## config.mk

```make
export PLATFORM = sky130hd
export DESIGN_NAME = ackf_div
export DESIGN_NICKNAME = d
export VERILOG_FILES = /design/src/design/ackf_pkg.sv /design/src/design/ackf_div.sv
export SDC_FILE = /design/constraint.sdc
export NUM_CORES = 1
export LEC_CHECK = 0
export BUFFER_PORTS_ARGS = -buffer_cell sky130_fd_sc_hd__buf_2
export CAP_MARGIN = 40
export CORE_MARGIN = 1.5
export CORE_UTILIZATION = 55
export CTS_BUF_LIST = sky130_fd_sc_hd__clkbuf_8 sky130_fd_sc_hd__clkbuf_16
export DETAILED_ROUTE_END_ITERATION = 10
export PLACE_DENSITY = 0.84
export SLEW_MARGIN = 10
export SYNTH_ARGS = -nofsm -noshare
export SYNTH_HDL_FRONTEND = slang
export SYNTH_SLANG_ARGS = --single-unit
export TNS_END_PERCENT = 30
```

## constraint.sdc

```tcl
create_clock -name clk -period 5 [get_ports clk]
set_clock_uncertainty 0.1 [all_clocks]
set_input_delay 1.25 -clock clk [delete_from_list [all_inputs] [get_ports clk]]
set_output_delay 1.25 -clock clk [all_outputs]
set_load 0.05 [all_outputs]
```

## src/design/ackf_pkg.sv

```systemverilog
// Shared types, widths, constants and lookup functions of the Ackley evaluator.
// Used by the channel interfaces, the divider, the square root unit and the top level.
package ackf_pkg;

  localparam int COORD_W      = 23;
  localparam int FIT_W        = 26;
  localparam int NDIM_W       = 11;
  localparam int BIAS_W       = 25;
  localparam int SSQ_W        = 48;
  localparam int SCOS_W       = 32;
  localparam int ROOT_W       = 32;
  localparam int RAD_W        = 64;
  localparam int CFG_IDX_W    = 2;
  localparam int CFG_DATA_W   = 25;
  localparam int DEF_MAX_DIMS = 1024;
  localparam int DIV_STEPS    = 48;
  localparam int SQRT_STEPS   = 32;

  localparam logic [CFG_IDX_W-1:0] CFG_NUM_DIMS = 2'd0;
  localparam logic [CFG_IDX_W-1:0] CFG_BIAS     = 2'd1;

  localparam logic [NDIM_W-1:0]   NUM_DIMS_RST = 11'd2;
  localparam logic signed [32:0]  CORDIC_X0    = 33'sd652032874;
  localparam logic [31:0]         ANG_SCALE    = 32'd411775;
  localparam logic [31:0]         LOG2E_Q30    = 32'd1549082005;
  localparam logic signed [39:0]  TWENTY_E_Q16 = 40'sd1488865;
  localparam logic signed [39:0]  FIT_MAX      = 40'sd33554431;
  localparam logic signed [39:0]  FIT_MIN      = -40'sd33554432;

  typedef logic signed [COORD_W-1:0] coord_t;
  typedef logic signed [FIT_W-1:0]   fit_t;

  typedef enum logic [4:0] {
    ST_IDLE,
    ST_SQ,
    ST_ANG,
    ST_CINIT,
    ST_CORD,
    ST_CACC,
    ST_DSQ,
    ST_DSQ_W,
    ST_DCOS,
    ST_DCOS_W,
    ST_SQRT,
    ST_SQRT_W,
    ST_DIV5,
    ST_DIV5_W,
    ST_XMUL,
    ST_XW,
    ST_XPROD,
    ST_XPACC,
    ST_XFIN,
    ST_SUM
  } ackf_state_t;

  // atan(2^-i) in Q16 radians.
  function automatic logic [16:0] atan_q16(input logic [3:0] i);
    logic [16:0] v;
    case (i)
      4'd0:    v = 17'd51472;
      4'd1:    v = 17'd30386;
      4'd2:    v = 17'd16055;
      4'd3:    v = 17'd8150;
      4'd4:    v = 17'd4091;
      4'd5:    v = 17'd2047;
      4'd6:    v = 17'd1024;
      4'd7:    v = 17'd512;
      4'd8:    v = 17'd256;
      4'd9:    v = 17'd128;
      4'd10:   v = 17'd64;
      4'd11:   v = 17'd32;
      4'd12:   v = 17'd16;
      4'd13:   v = 17'd8;
      4'd14:   v = 17'd4;
      default: v = 17'd2;
    endcase
    return v;
  endfunction

  // 2^(2^-(j+1)) in Q30.
  function automatic logic [31:0] root2_q30(input logic [3:0] j);
    logic [31:0] v;
    case (j)
      4'd0:    v = 32'd1518500250;
      4'd1:    v = 32'd1276901417;
      4'd2:    v = 32'd1170923762;
      4'd3:    v = 32'd1121280436;
      4'd4:    v = 32'd1097253708;
      4'd5:    v = 32'd1085434106;
      4'd6:    v = 32'd1079572136;
      4'd7:    v = 32'd1076653033;
      4'd8:    v = 32'd1075196443;
      4'd9:    v = 32'd1074468888;
      4'd10:   v = 32'd1074105294;
      4'd11:   v = 32'd1073923544;
      4'd12:   v = 32'd1073832680;
      4'd13:   v = 32'd1073787251;
      4'd14:   v = 32'd1073764537;
      default: v = 32'd1073753181;
    endcase
    return v;
  endfunction

endpackage

```

## src/design/ackf_div.sv

```systemverilog
// Restoring divider, one quotient bit per cycle, for the two mean steps.
// Depends on ackf_pkg for widths.
module ackf_div (
  input  logic                        clk,
  input  logic                        rst_n,
  input  logic                        start,
  input  logic [ackf_pkg::SSQ_W-1:0]  dividend,
  input  logic [ackf_pkg::NDIM_W-1:0] divisor,
  output logic                        done,
  output logic [ackf_pkg::SSQ_W-1:0]  quotient
);
  import ackf_pkg::*;

  logic [SSQ_W-1:0]  quo_r, quo_nxt;
  logic [NDIM_W:0]   rem_r, rem_nxt;
  logic [NDIM_W-1:0] dvs_r, dvs_nxt;
  logic [5:0]        cnt_r, cnt_nxt;
  logic              done_r, done_nxt;
  logic [NDIM_W+1:0] part;
  logic [NDIM_W+1:0] trial;

  always_comb begin
    quo_nxt  = quo_r;
    rem_nxt  = rem_r;
    dvs_nxt  = dvs_r;
    cnt_nxt  = cnt_r;
    done_nxt = 1'b0;
    part     = {rem_r, quo_r[SSQ_W-1]};
    trial    = part - {2'b00, dvs_r};
    if (start) begin
      quo_nxt = dividend;
      rem_nxt = '0;
      dvs_nxt = divisor;
      cnt_nxt = 6'(DIV_STEPS);
    end else if (cnt_r != 6'd0) begin
      if (part >= {2'b00, dvs_r}) begin
        rem_nxt = trial[NDIM_W:0];
        quo_nxt = {quo_r[SSQ_W-2:0], 1'b1};
      end else begin
        rem_nxt = part[NDIM_W:0];
        quo_nxt = {quo_r[SSQ_W-2:0], 1'b0};
      end
      cnt_nxt  = cnt_r - 6'd1;
      done_nxt = (cnt_r == 6'd1);
    end
  end

  always_ff @(posedge clk) begin
    if (!rst_n) begin
      cnt_r  <= '0;
      done_r <= 1'b0;
    end else begin
      cnt_r  <= cnt_nxt;
      done_r <= done_nxt;
    end
  end

  always_ff @(posedge clk) begin
    quo_r <= quo_nxt;
    rem_r <= rem_nxt;
    dvs_r <= dvs_nxt;
  end

  assign done     = done_r;
  assign quotient = quo_r;
endmodule

```

Word-level counts from Yosys, hierarchy flattened
Index checks and enable logic that the tools add are counted.
{"block": "word_totals", "inputBits": 62, "regBits": 78, "word_cells": 22}
{"block": "op_classes", "bitwise": 2, "addsub": 2, "eq_ne": 1, "n_mux": 6, "n_reduce_logical": 4, "order_cmp": 1}
{"operator": "$mux W48", "n": 2}
{"operator": "$ge A13 B11 Y1", "n": 1}
{"operator": "$mux W12", "n": 1}
{"operator": "$mux W6", "n": 2}
{"operator": "$sub A12 B11 Y12", "n": 1}
{"operator": "$eq A6 B1 Y1 const B", "n": 1}
{"operator": "$reduce_bool A6 Y1", "n": 1}
{"operator": "$sub A6 B1 Y6 const B", "n": 1}
{"operator": "$reduce_or A3 Y1", "n": 1}
{"operator": "$not A1 Y1", "n": 2}
{"operator": "$reduce_bool A2 Y1", "n": 1}
{"operator": "$reduce_or A2 Y1", "n": 1}
{"operator": "$mux W1", "n": 1}

Longest topological paths before layout
{"block": "depth", "depth_word": 4, "ltp_mapped": 10, "depth_no_buf": 9}

Worst setup path after synthesis
OpenSTA, ideal clock, no wires.
{"block": "synth_path", "path_kind": "input to register", "from": "input port start", "to": "register quo_r[0], in the netlist quotient[0], enable pin", "setup_time_ps": 583, "slack_ps": 1862, "stages": 3, "t_arrival_ps": 2455, "required_time_ps": 4317, "path_cell_list": "inv_1 -> clkbuf_1 -> nand2_1"}
{"block": "synth_via", "elab_chain_len": 1}
{"element": "from (decl)", "line_no": "ackf_div.sv:6", "rtl": "input logic start,"}
{"element": "$reduce_bool A2 Y1 (no line)"}
{"element": "to (signal assigned)", "line_no": "ackf_div.sv:59", "rtl": "quo_r <= quo_nxt;"}
{"element": "to (decl)", "line_no": "ackf_div.sv:14", "rtl": "logic [SSQ_W-1:0] quo_r, quo_nxt;"}
No other way between the ends.
A chain may end at the register's enable or synchronous reset.

Final worst setup path
{"block": "layout_path", "from": "register dvs_r[10]", "to": "register rem_r[1]"}
{"block": "layout_via", "elab_chain_len": 2}
{"element": "from (decl)", "line_no": "ackf_div.sv:16", "rtl": "logic [NDIM_W-1:0] dvs_r, dvs_nxt;"}
{"element": "from (signal assigned)", "line_no": "ackf_div.sv:61", "rtl": "dvs_r <= dvs_nxt;"}
{"element": "$ge A13 B11 Y1", "line_no": "ackf_div.sv:36", "rtl": "if (part >= {2'b00, dvs_r}) begin"}
{"element": "$mux W12", "line_no": "ackf_div.sv:36"}
{"element": "to (signal assigned)", "line_no": "ackf_div.sv:60", "rtl": "rem_r <= rem_nxt;"}
{"element": "to (decl)", "line_no": "ackf_div.sv:15", "rtl": "logic [NDIM_W:0] rem_r, rem_nxt;"}
No other way between the ends.

==> results.yml <==
yosys:
  synth_top_cells_by_area: "sky130_fd_sc_hd__edfxtp_1, sky130_fd_sc_hd__mux2_2, sky130_fd_sc_hd__dfxtp_1"
  synth_cell_types: 46
  synth_enable_flop_cells: 59
  synth_area_leader_cell: "sky130_fd_sc_hd__edfxtp_1"
  ys_seq_elements: 78
  synth_top_area_share: 0.467
  cell_count_after_synthesis: 287
  yosys_most_used_dff: "sky130_fd_sc_hd__edfxtp_1"
  syn-num-nets: 364
  synthesis.yosys.warnings: 0
  seq_total_area_yosys: 0.567
  synth-async-reset-ratio: 0
  syn_area_um2: 3800
  avgSynthCellArea_um2: 13.2
grt:
  antenna_found_initial: 0
  grt_pass1_wl_um: 12400
  global_route.overflow_total: 0
  grt_pass1_vias: 2630
  grtUsageTotal: 0.222
  maximum_number_of_pins_on_one_net_before_global_route_repair: 69
worst_setup_path:
  rr_endpoint: "rem_r[1]"
  worst-setup-path-type: "reg -> reg"
  worstSetupStartpointType: "flop"
  cp.arrival_ns: 3.10
  worstRegToRegCells: 7
  r2r_start: "dvs_r[10]"
  cp_max_fo: 15
  critPathCaptureType: "flop"
  critical_path_required_ns: 5.14
  rrSetupSlack_ns: 2.04
power_and_ir_drop:
  leakagePower_nw: 2.03
  report.power.total_mw: 2.53
  power.density_cell_area_nw_per_um2: 542
  worst_ir_drop_vdd_mv: 0.453
clock_tree:
  insertion_delay_ns: 0.35
  tritoncts_num_sinks: 78
  postCtsHoldBufs: 0
  cts_post_setup_buffers_inserted: 0
  number_of_clock_buffers_inserted_by_tritoncts: 9
  clk_transition_reported_paths_ns: 0.09
  cts.path.max_buffers: 2
  root_buffer_cell: "sky130_fd_sc_hd__clkbuf_8"
  post_cts_resize_count: 0
  cts_tree: "built"
  cts_max_level: 3
final_layout:
  design.final.nets: 475
  final_layout_size_suffix_gt1_frac: 0.449
  layout.cell_area.non_filler_um2: 4670
  post-route-util: 0.695
  insertedDiodeCount: 0
  area_growth_syn_to_layout_pct: 22.9
floorplanning:
  starting_density: 0.565
  dieArea_um2: 7410
  chipWidth_um: 86.1
  floorplan.die.height_um: 86.1
  number_of_top_level_pins: 111
  core.rowCount: 30
  placeableCoreArea_um2: 6720
routing:
  route.detailed.vias_per_inst: 5.59
  drt.antenna.violating_nets: 0
  drc: 0
  wl_per_cell_um: 16.4
  drt-total-wl_um: 7920
  dr.first_iter.drc_count: 110
  detailedRoute.firstPassIterationCount: 4
  route.vias.total: 2698
status:
  run_status: "finished, final reports clean"
placement:
  placement.cell_area_um2: 4420
  placement.io_buffers: 110
  detailedPlacementHpwl_um: 5540
  place.gp.congestion: 0.835
timing:
  max_slew_margin: 0.440
  hold_slack_ns: 0.386
  setup_viol: 0
  drv_slew: 0
  timing.final.crit_share: 0.593
  finalWorstPathRequiredPeriod_ns: 2.96
  totalNegativeSetupSlack_ns: 0
  fmaxAchievable_ghz: 0.338
  finalHoldViolCount: 0
  unrepaired_setup_endpoints_after_global_routing: "no"
  worst_slew_pin_slew_ns: 0.840
worst_hold_path:
  hold-path-cell-count: 2
  min_delay_worst_endpoint: "rem_r[9]"
  min_path_type: "reg -> reg"
  hold_path_startpoint: "rem_r[9]"
job:
  cap_viol_max_count: 0
==> final cells by class <==
class | count | area (um^2)
multi-input cells | 182 | 1530
clock inverters | 7 | 120
fillers | 471 | 2050
flip-flops and latches | 78 | 2150
repair buffers | 112 | 586
inverters | 15 | 56.3
clock buffers | 9 | 124
well taps | 80 | 100
==> cells in the final DEF, fill, tap and decap left out, drive strengths merged, types with 4 or more instances in the layout <==
cell type	Yosys	layout
a211oi	7	7
a21oi	5	5
buf	8	112
clkbuf	4	9
dfxtp	19	19
edfxtp	59	59
ha	14	14
inv	15	16
mux2	48	48
mux2i	8	8
nand2	9	9
nand3	8	8
nor2	16	16
nor3	7	7
o21ai	5	5
or3	4	4
xnor2	10	10
==> per-stage QoR <==
stage          instances  worst slack [ns]
2_1_floorplan        287              1.86
3_3_place_gp         466              2.04
3_5_place_dp         467              2.07
4_1_cts              483              2.03
5_1_grt              483              1.93
6_report             483              2.04
==> where the power goes <==
group | switching, mW | internal [mW] | leakage [nW]
combinational | 0.655 | 0.350 | 1.15
clock | 0.243 | 0.333 | 0.120
sequential | 0.0854 | 0.865 | 0.764
total | 0.983 | 1.55 | 2.03
==> layer usage <==
metal  routed length, um  GRT usage  up-vias  share of wire
met5                   0          0        -              0
met4                 140      0.117        0          0.018
met3                 605     0.0789       11          0.076
met2                3820      0.344      104           0.48
met1                3360      0.274     1276           0.42
li1                    -          -     1307              -
==> how the worst max path moves through the flow <==
stage	start	end	cells past startpoint
floorplan	start	quotient[0]	3
finish	dvs_r[10]	rem_r[1]	7
global route	dvs_r[10]	rem_r[1]	7
detailed placement	dvs_r[10]	rem_r[1]	7
global placement	start	quotient[37]	3
CTS	dvs_r[10]	rem_r[1]	7
==> kinds of logic (layout without fill, tap and decap cells) <==
kind of cell               after synthesis  in the layout  share of synthesized area
muxes                                   56             56                      0.163
DFF                                     78             78                      0.567
and+or+nand+nor                         63             63                     0.0890
adders and majority gates               15             15                     0.0514
AOI/OAI and AO/OA                       35             35                     0.0685
xor gates and xnor gates                13             13                     0.0300
buffers and inverters                   27            143                     0.0310
==> flip-flops by register name (all words and copies together) (netlist names) <==
signal / flops
done: 1
quotient: 48
dvs_r: 11
rem_r: 12
cnt_r: 6
==> critical path, cell delays in order (launching register included) <==
cell                       delay, ns
sky130_fd_sc_hd__edfxtp_1       0.33
sky130_fd_sc_hd__inv_1          0.04
sky130_fd_sc_hd__ha_1           0.35
sky130_fd_sc_hd__a21o_1         0.24
sky130_fd_sc_hd__or4_4          0.49
sky130_fd_sc_hd__or3_1          0.68
sky130_fd_sc_hd__nor4b_1        0.27
sky130_fd_sc_hd__a311o_1        0.35
==> synthesized netlist by cell type (3+ instances only) <==
library cell,n
sky130_fd_sc_hd__nor2_1,16
sky130_fd_sc_hd__a21oi_1,5
sky130_fd_sc_hd__mux2i_1,8
sky130_fd_sc_hd__buf_1,5
sky130_fd_sc_hd__xnor2_1,10
sky130_fd_sc_hd__ha_1,14
sky130_fd_sc_hd__dfxtp_1,19
sky130_fd_sc_hd__inv_1,15
sky130_fd_sc_hd__nor4_1,3
sky130_fd_sc_hd__clkbuf_1,4
sky130_fd_sc_hd__nand3_1,8
sky130_fd_sc_hd__nor3_1,7
sky130_fd_sc_hd__nand4_1,3
sky130_fd_sc_hd__a211oi_1,7
sky130_fd_sc_hd__o21ai_0,3
sky130_fd_sc_hd__nand2_1,9
sky130_fd_sc_hd__mux2_2,48
sky130_fd_sc_hd__xor2_1,3
sky130_fd_sc_hd__or3_1,4
sky130_fd_sc_hd__edfxtp_1,59
sky130_fd_sc_hd__nor2b_1,3
No activity file was read; power rests on OpenSTA's default activity.
