### src/design/ackf_pkg.sv
// Shared types, widths, constants and lookup functions of the Ackley evaluator.
// Used by the channel interfaces, the divider, the square root unit and the top level.
package ackf_pkg;

  localparam int COORD_W      = 23;
  localparam int FIT_W        = 26;
  localparam int NDIM_W       = 11;
  localparam int BIAS_W       = 25;
  localparam int SSQ_W        = 48;
  localparam int SCOS_W       = 32;
  localparam int ROOT_W       = 32;
  localparam int RAD_W        = 64;
  localparam int CFG_IDX_W    = 2;
  localparam int CFG_DATA_W   = 25;
  localparam int DEF_MAX_DIMS = 1024;
  localparam int DIV_STEPS    = 48;
  localparam int SQRT_STEPS   = 32;

  localparam logic [CFG_IDX_W-1:0] CFG_NUM_DIMS = 2'd0;
  localparam logic [CFG_IDX_W-1:0] CFG_BIAS     = 2'd1;

  localparam logic [NDIM_W-1:0]   NUM_DIMS_RST = 11'd2;
  localparam logic signed [32:0]  CORDIC_X0    = 33'sd652032874;
  localparam logic [31:0]         ANG_SCALE    = 32'd411775;
  localparam logic [31:0]         LOG2E_Q30    = 32'd1549082005;
  localparam logic signed [39:0]  TWENTY_E_Q16 = 40'sd1488865;
  localparam logic signed [39:0]  FIT_MAX      = 40'sd33554431;
  localparam logic signed [39:0]  FIT_MIN      = -40'sd33554432;

  typedef logic signed [COORD_W-1:0] coord_t;
  typedef logic signed [FIT_W-1:0]   fit_t;

  typedef enum logic [4:0] {
    ST_IDLE,
    ST_SQ,
    ST_ANG,
    ST_CINIT,
    ST_CORD,
    ST_CACC,
    ST_DSQ,
    ST_DSQ_W,
    ST_DCOS,
    ST_DCOS_W,
    ST_SQRT,
    ST_SQRT_W,
    ST_DIV5,
    ST_DIV5_W,
    ST_XMUL,
    ST_XW,
    ST_XPROD,
    ST_XPACC,
    ST_XFIN,
    ST_SUM
  } ackf_state_t;

  // atan(2^-i) in Q16 radians.
  function automatic logic [16:0] atan_q16(input logic [3:0] i);
    logic [16:0] v;
    case (i)
      4'd0:    v = 17'd51472;
      4'd1:    v = 17'd30386;
      4'd2:    v = 17'd16055;
      4'd3:    v = 17'd8150;
      4'd4:    v = 17'd4091;
      4'd5:    v = 17'd2047;
      4'd6:    v = 17'd1024;
      4'd7:    v = 17'd512;
      4'd8:    v = 17'd256;
      4'd9:    v = 17'd128;
      4'd10:   v = 17'd64;
      4'd11:   v = 17'd32;
      4'd12:   v = 17'd16;
      4'd13:   v = 17'd8;
      4'd14:   v = 17'd4;
      default: v = 17'd2;
    endcase
    return v;
  endfunction

  // 2^(2^-(j+1)) in Q30.
  function automatic logic [31:0] root2_q30(input logic [3:0] j);
    logic [31:0] v;
    case (j)
      4'd0:    v = 32'd1518500250;
      4'd1:    v = 32'd1276901417;
      4'd2:    v = 32'd1170923762;
      4'd3:    v = 32'd1121280436;
      4'd4:    v = 32'd1097253708;
      4'd5:    v = 32'd1085434106;
      4'd6:    v = 32'd1079572136;
      4'd7:    v = 32'd1076653033;
      4'd8:    v = 32'd1075196443;
      4'd9:    v = 32'd1074468888;
      4'd10:   v = 32'd1074105294;
      4'd11:   v = 32'd1073923544;
      4'd12:   v = 32'd1073832680;
      4'd13:   v = 32'd1073787251;
      4'd14:   v = 32'd1073764537;
      default: v = 32'd1073753181;
    endcase
    return v;
  endfunction

endpackage

### src/design/ackf_sqrt.sv
// Bit-serial integer square root, one result bit per cycle.
// Depends on ackf_pkg for widths.
module ackf_sqrt (
  input  logic                        clk,
  input  logic                        rst_n,
  input  logic                        start,
  input  logic [ackf_pkg::RAD_W-1:0]  radicand,
  output logic                        done,
  output logic [ackf_pkg::ROOT_W-1:0] root
);
  import ackf_pkg::*;

  logic [RAD_W-1:0] v_r, v_nxt;
  logic [RAD_W-1:0] res_r, res_nxt;
  logic [RAD_W-1:0] bit_r, bit_nxt;
  logic [5:0]       cnt_r, cnt_nxt;
  logic             done_r, done_nxt;
  logic [RAD_W-1:0] trial;

  always_comb begin
    v_nxt    = v_r;
    res_nxt  = res_r;
    bit_nxt  = bit_r;
    cnt_nxt  = cnt_r;
    done_nxt = 1'b0;
    trial    = res_r + bit_r;
    if (start) begin
      v_nxt   = radicand;
      res_nxt = '0;
      bit_nxt = {2'b01, {(RAD_W-2){1'b0}}};
      cnt_nxt = 6'(SQRT_STEPS);
    end else if (cnt_r != 6'd0) begin
      if (v_r >= trial) begin
        v_nxt   = v_r - trial;
        res_nxt = (res_r >> 1) + bit_r;
      end else begin
        res_nxt = res_r >> 1;
      end
      bit_nxt  = bit_r >> 2;
      cnt_nxt  = cnt_r - 6'd1;
      done_nxt = (cnt_r == 6'd1);
    end
  end

  always_ff @(posedge clk) begin
    if (!rst_n) begin
      cnt_r  <= '0;
      done_r <= 1'b0;
    end else begin
      cnt_r  <= cnt_nxt;
      done_r <= done_nxt;
    end
  end

  always_ff @(posedge clk) begin
    v_r   <= v_nxt;
    res_r <= res_nxt;
    bit_r <= bit_nxt;
  end

  assign done = done_r;
  assign root = res_r[ROOT_W-1:0];
endmodule
### config.mk
export PLATFORM = sky130hd
export DESIGN_NAME = ackf_sqrt
export DESIGN_NICKNAME = d
export VERILOG_FILES = /design/src/design/ackf_pkg.sv /design/src/design/ackf_sqrt.sv
export SDC_FILE = /design/constraint.sdc
export NUM_CORES = 1
export LEC_CHECK = 0
export BUFFER_PORTS_ARGS = -buffer_cell sky130_fd_sc_hd__buf_2
export CAP_MARGIN = 20
export CORE_AREA = 2 2 166 168
export DETAILED_ROUTE_END_ITERATION = 8
export DIE_AREA = 0 0 168 170
export MAX_ROUTING_LAYER = met4
export PLACE_DENSITY = 0.78
export SLEW_MARGIN = 20
export SYNTH_ARGS = -nofsm -noshare
export SYNTH_HDL_FRONTEND = slang
export SYNTH_SLANG_ARGS = --single-unit
### constraint.sdc
create_clock -name clk -period 13.1 [get_ports clk]
set_input_delay 2.62 -clock clk [delete_from_list [all_inputs] [get_ports clk]]
set_output_delay 2.62 -clock clk [all_outputs]
set_load 0.03 [all_outputs]
-- Yosys cells after proc, flatten, opt, wreduce, memory -nomap -nowiden
Cells that the tools add are included.
- register bits after elaboration: 167
- input port bits: 67
- output and inout bits: 33
- word-level logic and storage cells: 26
- $add $sub $neg: 4
- magnitude comparators: 1
- equality and inequality tests: 1
- multiplexer cells: 6
- bitwise gates (word level): 2
- reductions and logical operators: 6
- operators by type and width (operator ; number):
    $mux W64 ; 4
    $add A63 B63 Y64 ; 1
    $add A64 B63 Y64 ; 1
    $ge A64 B64 Y1 ; 1
    $sub A64 B64 Y64 ; 1
    $mux W6 ; 2
    $eq A6 B1 Y1 const B ; 1
    $reduce_bool A6 Y1 ; 1
    $sub A6 B1 Y6 const B ; 1
    $reduce_bool A2 Y1 ; 2
    $reduce_or A3 Y1 ; 1
    $not A1 Y1 ; 2
    $reduce_and A2 Y1 ; 1
    $reduce_or A2 Y1 ; 1

-- Logic depth before layout (Yosys ltp)
Gate-level depths: netlist of run 1.
- depth in word-level cells: 5
- depth in mapped cells: 24
- gate-level depth less buffers: 21

-- Least setup slack after synthesis of run 1
No wires, ideal clock.
- kind: reg2reg
- start: register res_r[2]
- end: register v_r[0], enable pin
- library setup time: 0.574 ns
- arrival time: 8.989 ns
- required time: 12.526 ns
- slack: 3.537 ns
- cell stages (with the launch flop): 21
- path buffers: 3
- clock period less this slack: 9.563 ns
- cell sequence: dfxtp_1 -> ha_1 -> a311o_1 -> a41oi_1 -> o21a_1 -> o211a_1 -> o21ai_1 -> a21o_1 -> a211o_1 -> a21oi_1 -> xor2_1 -> ha_1 -> clkbuf_1 -> nand4_1 -> nor2_1 -> or4b_2 -> a21oi_2 -> nor2_1 -> buf_2 -> buf_2 -> o21ai_0
- longest elaborated chain between the ends: 4
- ends and longest elaborated chain (item ; line ; source):
    start: declaration ; ackf_sqrt.sv:14 ; logic [RAD_W-1:0] res_r, res_nxt;
    start signal: assignment ; ackf_sqrt.sv:57 ; res_r <= res_nxt;
    $add A64 B63 Y64 ; ackf_sqrt.sv:26 ; trial = res_r + bit_r;
    $ge A64 B64 Y1 ; ackf_sqrt.sv:33 ; if (v_r >= trial) begin
    $reduce_bool A2 Y1 (no line) ; - ;
    $reduce_and A2 Y1 (no line) ; - ;
    end signal: assignment ; ackf_sqrt.sv:56 ; v_r <= v_nxt;
    end: declaration ; ackf_sqrt.sv:13 ; logic [RAD_W-1:0] v_r, v_nxt;
Every way passes these cells.
A chain may end at the register's enable or synchronous reset.

-- Worst setup path in the final report of run 1
- start: register res_r[10]
- end: register res_r[56]
- longest elaborated chain between the ends: 3
- elaborated cells between the ends (all ways): 4
- classes of those cells: add/sub (2); order compare (1); mux (1)
- ends and longest elaborated chain (item ; line):
    $add A64 B63 Y64 ; ackf_sqrt.sv:26
    $ge A64 B64 Y1 ; ackf_sqrt.sv:33
    $mux W64 * ; ackf_sqrt.sv:33
Mark *: on every way between the ends. The rest lies on a longest branch, timed or not.

==> results of run 1 <==
[registers in the layout (all words and copies together) (netlist names)]
name,count
res_r,64
done,1
cnt_r,6
v_r,64
bit_r,32
[per-layer routing]
layer  vias up  wire length (um)  share of wire (%)
met2       622             22700                 48
met4         0              2080                4.4
li1       7600                 -                  -
met5         -                 0                  0
met3       137              2760                5.8
met1      7376             19700                 42
[power breakdown]
group | internal, mW | switching, mW | total [mW] | leakage [nW]
Combinational | 1.01 | 1.78 | 2.79 | 4.73
Sequential | 0.795 | 0.217 | 1.01 | 1.49
Clock | 0.262 | 0.259 | 0.522 | 0.292
[worst max path at each step]
stage	endpoint	slack, ns	startpoint	depth (start not counted)
after floorplan	v_r[0]	3.54	res_r[2]	20
after global placement	res_r[26]	6.89	res_r[0]	21
after detailed placement	res_r[56]	6.66	res_r[0]	21
after CTS	res_r[56]	6.64	res_r[0]	21
after global routing	res_r[26]	5.97	bit_r[0]	21
final	res_r[56]	6.55	res_r[10]	20
[worst min-delay path, stage by stage (launching register included)]
cell and delay [ns]:
dfxtp_1 0.33, nand2_1 0.06, a21oi_1 0.05
[through the flow]
step	power, mW	setup WS, ns	area (um^2)	hold WS (ns)	util (%)
CTS	4.27	6.64	16800	0.491	62.9
finish	4.32	6.55	16800	0.489	62.9
detailed placement	3.74	6.66	16200	0.480	60.7
global placement	3.71	6.89	16200	0.466	60.7
floorplan	3.12	3.54	15900	0.452	-
global route	4.66	5.97	16800	0.512	62.9
[cell families (layout without fill, tap and decap cells)]
family / Yosys count / after routing / synth area share (%)
adder cells (fa/ha/maj): 134 / 134 / 10.6
flip-flops: 167 / 167 / 25.1
buffers and inverters: 186 / 179 / 5.40
XOR/XNOR: 164 / 164 / 9.05
AO/OA/AOI/OAI: 711 / 711 / 28.2
multiplexers: 14 / 14 / 0.907
AND/OR/NAND/NOR: 703 / 703 / 20.7
[final cells by class]
type | instances | share of cell area, %
Multi-Input combinational cell | 1726 | 65.9
Sequential cell | 167 | 23.8
Timing Repair Buffer | 111 | 3.53
Clock buffer | 18 | 2.62
Tap cell | 341 | 2.54
Clock inverter | 14 | 0.880
Inverter | 36 | 0.806
[cells in the final DEF (no fill, tap or decap), drive strengths merged, types with 29 or more instances in the layout]
master  netlist  layout
nand2       316     316
nand4        49      49
nor3         29      29
xor2         94      94
buf          57     111
inv          36      47
a31oi        65      65
o21ai       207     207
o21bai       37      37
xnor2        70      70
a21o         49      49
ha          133     133
dfxtp       103     103
edfxtp       64      64
a21oi       181     181
nand3        34      34
nor2        135     135
==> impl_metrics.py, run 1 <==
metrics = {
    "critical_path": {
        "cp_slowest_stage_delay_ns": 0.63,
        "critPathKind": "reg2reg",
        "cp_cell_sequence": "ha_1 > and4_1 > nand4_1 > o221ai_1 > o211ai_1 > a211oi_1 > o211ai_1 > a31oi_1 > nand2_1 > xor2_1 > ha_1 > nand4_1 > nor2_1 > or4b_2 > a21oi_2 > buf_4 > or2_1 > buf_4 > o311ai_1 > a311oi_2",
        "crit_path_end_kind": "flip-flop",
        "r2r-start": "res_r[10]",
        "r2r_end": "res_r[56]",
        "crit_slowest_cell": "or2_1",
        "required_ns": 13.46,
        "timing.critical_path.buf_inv": 2,
        "path_max_fanout": 41,
        "reg2reg_depth": 20,
        "crit_family": "compound AO/OA/AOI/OAI gates",
        "ff2ff_setup_slack_ns": 6.55,
        "crit_arrival_ns": 6.91,
        "cp-start-kind": "flip-flop",
    },
    "detailed_routing": {
        "drc": 0,
        "routedWlPerCell_um": 19.6,
        "ant_nets": 0,
        "drt_iter0_markers": 1457,
        "vias": 15700,
        "wl_mm": 47.2,
        "drtPass1Iterations": 6,
        "avgViaCountPerCell": 6.52,
    },
    "synthesis": {
        "yosysWarnings": 0,
        "syn_area_per_cell_um2": 7.63,
        "synth_area_leaders": "dfxtp_1 (13%), edfxtp_1 (12%), ha_1 (10%)",
        "syn_area_um2": 15900,
        "yosysMostFrequentCell": "nand2_1",
        "ys_types": 86,
        "ys_seq_area_share_pct": 25.1,
        "ys.flop_type": "dfxtp_1",
        "syn_nets": 2280,
        "synth-edff-count": 64,
        "synth_top_cell_by_area": "dfxtp_1",
        "ys_ff_latch": 167,
        "synth_top_area_share_pct": 13.0,
        "syn_inst": 2079,
        "synthTopCellsByCount": "nand2_1 (316), a21oi_1 (180), o21ai_0 (164)",
        "async_flop_share_pct": 0,
    },
    "worst_hold_path": {
        "whs_path_depth": 2,
        "hold-path-endpoint": "bit_r[0]",
        "hp-class": "reg2reg",
        "min_from": "bit_r[0]",
    },
    "pwr": {
        "power.leakage_nw": 6.51,
        "cellPowerDensity_nw_per_um2": 258,
        "peakVddDrop_v": 0.000183,
    },
    "clock_tree": {
        "cts_tree": "yes",
        "clock_sinks": 167,
        "cts_buffer_depth": 2,
        "clk_latency_ns": 0.45,
        "cts_root_buf": "clkbuf_16",
        "clk_pin_slew_worst_paths_ns": 0.08,
        "cts_setup_buffers": 0,
        "cts_htree_levels": 4,
        "cts_buffers": 17,
        "ctsHoldBuffers": 0,
        "cts-resized-gates": 0,
    },
    "place": {
        "io_buffers": 99,
        "dp_cells": 2381,
        "place_congestion": 0.970,
        "hpwlAfterDp_mm": 35.4,
    },
    "grt": {
        "antenna_found_initial": 0,
        "use_met3_pct": 3.51,
        "grt_first_pass_wirelength_mm": 76.2,
        "grt_start_max_net_pins": 75,
        "grt_pass1_vias": 14900,
        "grt_overflow": 0,
        "top_usage_layer": "met2",
        "grtUsageTotal_pct": 33.9,
        "use_met1_pct": 40.3,
        "grt_util_met2_pct": 58.0,
    },
    "die": {
        "start_util_pct": 59.5,
        "die_y_um": 170,
        "die-width_um": 168,
        "core_um2": 26700,
        "dieArea_um2": 28600,
        "io_pins": 100,
        "row_count": 60,
    },
    "sta": {
        "rsz0062_at_grt": "false",
        "worst_pin_slew_ns": 0.898,
        "fin_crit_ns": 6.55,
        "slew_headroom_pct": 40.1,
        "setup_viol": 0,
        "finClkSkew_ns": 0.0202,
        "period_share_pct": 50.0,
        "hold_viol_final": 0,
        "setup_tns_ns": 0,
        "finalMaxSlewViolations": 0,
        "fmax_ghz": 0.153,
    },
    "cells_and_area": {
        "num-fill-cells": 2436,
        "multiInputGateArea_um2": 11000,
        "fin_cells": 2413,
        "fin_nets": 2260,
        "ff_latch_area_um2": 3980,
        "insertedDiodeCount": 0,
        "area_growth_pct": 5.70,
        "layout-drive-gt1-share_pct": 9.36,
    },
    "run": {
        "maxCapViolations": 0,
    },
    "status": {
        "status": "finished clean",
    },
}
Note: power is estimated with default switching activity, not from simulation.
==> inputs of run 2 (changes only) <==
CORE_AREA = 2 2 170 172   (was 2 2 166 168)
DIE_AREA = 0 0 172 174   (was 0 0 168 170)
clock period = 5.66 ns   (was 13.1 ns; I/O delays follow)
==> run 2 against run 1 <==
  * Die area is 4.8% higher
  * Final cell count is 3.5% higher
  * Flip-flop and latch count stayed put
  * Sequential share of layout area is 0.74 points lower
  * Combinational power grew to 2.5 times the previous value
  * Clock skew is 0.0076 ns lower
  * Cell area is 3.3% higher
  * Global-route usage is 0.11 points lower
  * Critical path depth stayed put
  * Maximum frequency is 20% higher
  * Worst setup slack worse by 6.3 ns
  * Critical path type unchanged
  * Critical endpoint is now v_r[55]
  * Largest cell class unchanged
==> impl_metrics.py, run 2 (same netlist as run 1, synthesis figures left out) <==
metrics = {
    "status": {
        "status": "finished clean",
    },
    "clock_tree": {
        "cts_buffer_depth": 2,
        "cts_root_buf": "clkbuf_16",
        "clock_sinks": 167,
        "cts_tree": "yes",
        "clk_pin_slew_worst_paths_ns": 0.08,
        "cts_buffers": 17,
        "clk_latency_ns": 0.47,
        "cts_htree_levels": 4,
    },
    "critical_path": {
        "crit_path_end_kind": "flip-flop",
        "required_ns": 5.87,
        "path_max_fanout": 8,
        "crit_slowest_cell": "or4_1",
        "cp-start-kind": "flip-flop",
        "cp_cell_sequence": "ha_1 > a21o_1 > a41oi_2 > o21a_1 > o21ai_1 > a21boi_1 > o31ai_2 > or2_2 > a21oi_1 > xor2_1 > ha_1 > nand2_1 > or4_1 > a2111oi_2 > a211oi_1 > o41ai_2 > buf_4 > a21bo_1 > and4_1 > nor3_1",
        "reg2reg_depth": 20,
        "cp_slowest_stage_delay_ns": 0.58,
        "crit_arrival_ns": 5.64,
        "critPathKind": "reg2reg",
        "worst_path_most_repeated_cell": "ha_1",
    },
    "detailed_routing": {
        "ant_nets": 0,
        "drtPass1Iterations": 6,
        "vias": 16100,
        "routedWlPerCell_um": 20.1,
        "drt_iter0_markers": 1642,
        "avgViaCountPerCell": 6.46,
        "drc": 0,
        "wl_mm": 50.2,
    },
    "cells_and_area": {
        "fin_nets": 2301,
        "area_growth_pct": 9.16,
        "utilization_pct": 61.3,
        "reg.largest.list": "res_r: 64 flops, v_r: 64 flops, bit_r: 32 flops",
        "final_common_cell": "nand2_1",
        "layout-drive-gt1-share_pct": 12.1,
        "final_cell_mix": "nand2_1 (315), a21oi_1 (180), o21ai_0 (161)",
    },
    "pwr": {
        "peakVddDrop_v": 0.000460,
        "cellPowerDensity_nw_per_um2": 605,
        "power.leakage_nw": 6.74,
    },
    "die": {
        "start_util_pct": 56.2,
        "die-width_um": 172,
        "dieArea_um2": 29900,
        "core_um2": 28200,
        "row_count": 62,
        "die_y_um": 174,
        "io_pins": 100,
    },
    "worst_hold_path": {
        "hp-class": "reg2reg",
        "whs_path_depth": 2,
    },
    "sta": {
        "period_share_pct": 96.1,
        "fin_crit_ns": 5.44,
        "fmax_ghz": 0.184,
        "hold_ws_ns": 0.493,
        "finalMaxSlewViolations": 0,
        "slew_headroom_pct": 37.9,
        "finClkSkew_ns": 0.0126,
        "hold_viol_final": 0,
        "worst_pin_slew_ns": 0.931,
        "setup_viol": 0,
    },
    "grt": {
        "grt_overflow": 0,
        "grt_pass1_vias": 15100,
        "grt_start_max_net_pins": 77,
        "antenna_found_initial": 1,
        "grt_first_pass_wirelength_mm": 78.1,
        "grtUsageTotal_pct": 33.8,
    },
    "place": {
        "place_congestion": 0.985,
        "hpwlAfterDp_mm": 37.4,
        "io_buffers": 99,
    },
    "run": {
        "maxCapViolations": 0,
    },
}
[run 2: worst paths after layout]
kind / startpoint / end / slack, ns
worst max-delay path: res_r[4] / v_r[55] / 0.22
worst max register to register: res_r[4] / v_r[55] / 0.22
worst min-delay path: bit_r[0] / bit_r[0] / 0.49
worst min register to register: bit_r[0] / bit_r[0] / 0.49
[run 2: power by group]
| part | internal [mW] | switching, mW |
|---|---|---|
| Sequential | 1.84 | 0.410 |
| Combinational | 2.61 | 4.43 |
| Clock | 0.590 | 0.603 |
[run 2: per-stage QoR]
step	total power, mW	setup TNS [ns]	instance area [um^2]	instances	worst slack [ns]
global placement	8.91	0	16600	2462	0.348
floorplan	7.23	0	16000	2079	0.00149
global route	11.2	-0.0814	17300	2498	-0.0444
finish	10.5	0	17300	2498	0.220
CTS	10.2	0	17200	2494	0.155
detailed placement	8.98	0	16600	2462	0.166
[run 2: critical path: cells and delay by family, from the launching register on]
family	cells	cell delay, ns
compound gates	11	2.33
simple gates	5	1.31
fa+ha+maj	2	0.76
flops	1	0.48
buf+inv	1	0.21
xor+xnor	1	0.09
[run 2: timing repair]
item / 4_1_cts / 5_1_grt
resized for setup: 0 / 16
hold buffers: 0 / 0
endpoints found under the setup margin: 0 / 123
buffers inserted: 0 / 2
hold endpoints to repair: 0 / 0
[run 2: final cells by class]
cell class	instances	area [um^2]
well taps	384	480
clock inverters	15	154
multi-input cells	1726	11200
repair buffers	152	958
flip-flops and latches	167	3990
inverters	36	135
fillers	2621	10900
clock buffers	17	425
diodes	1	2.50
[run 2: routing by layer]
layer  vias up  track usage, %  wire length [um]
met5         -               -                 0
met4         0            15.9              2390
met3       172            4.85              3710
met2       786            56.8             24100
met1      7519            39.5             20000
li1       7663               -                 -
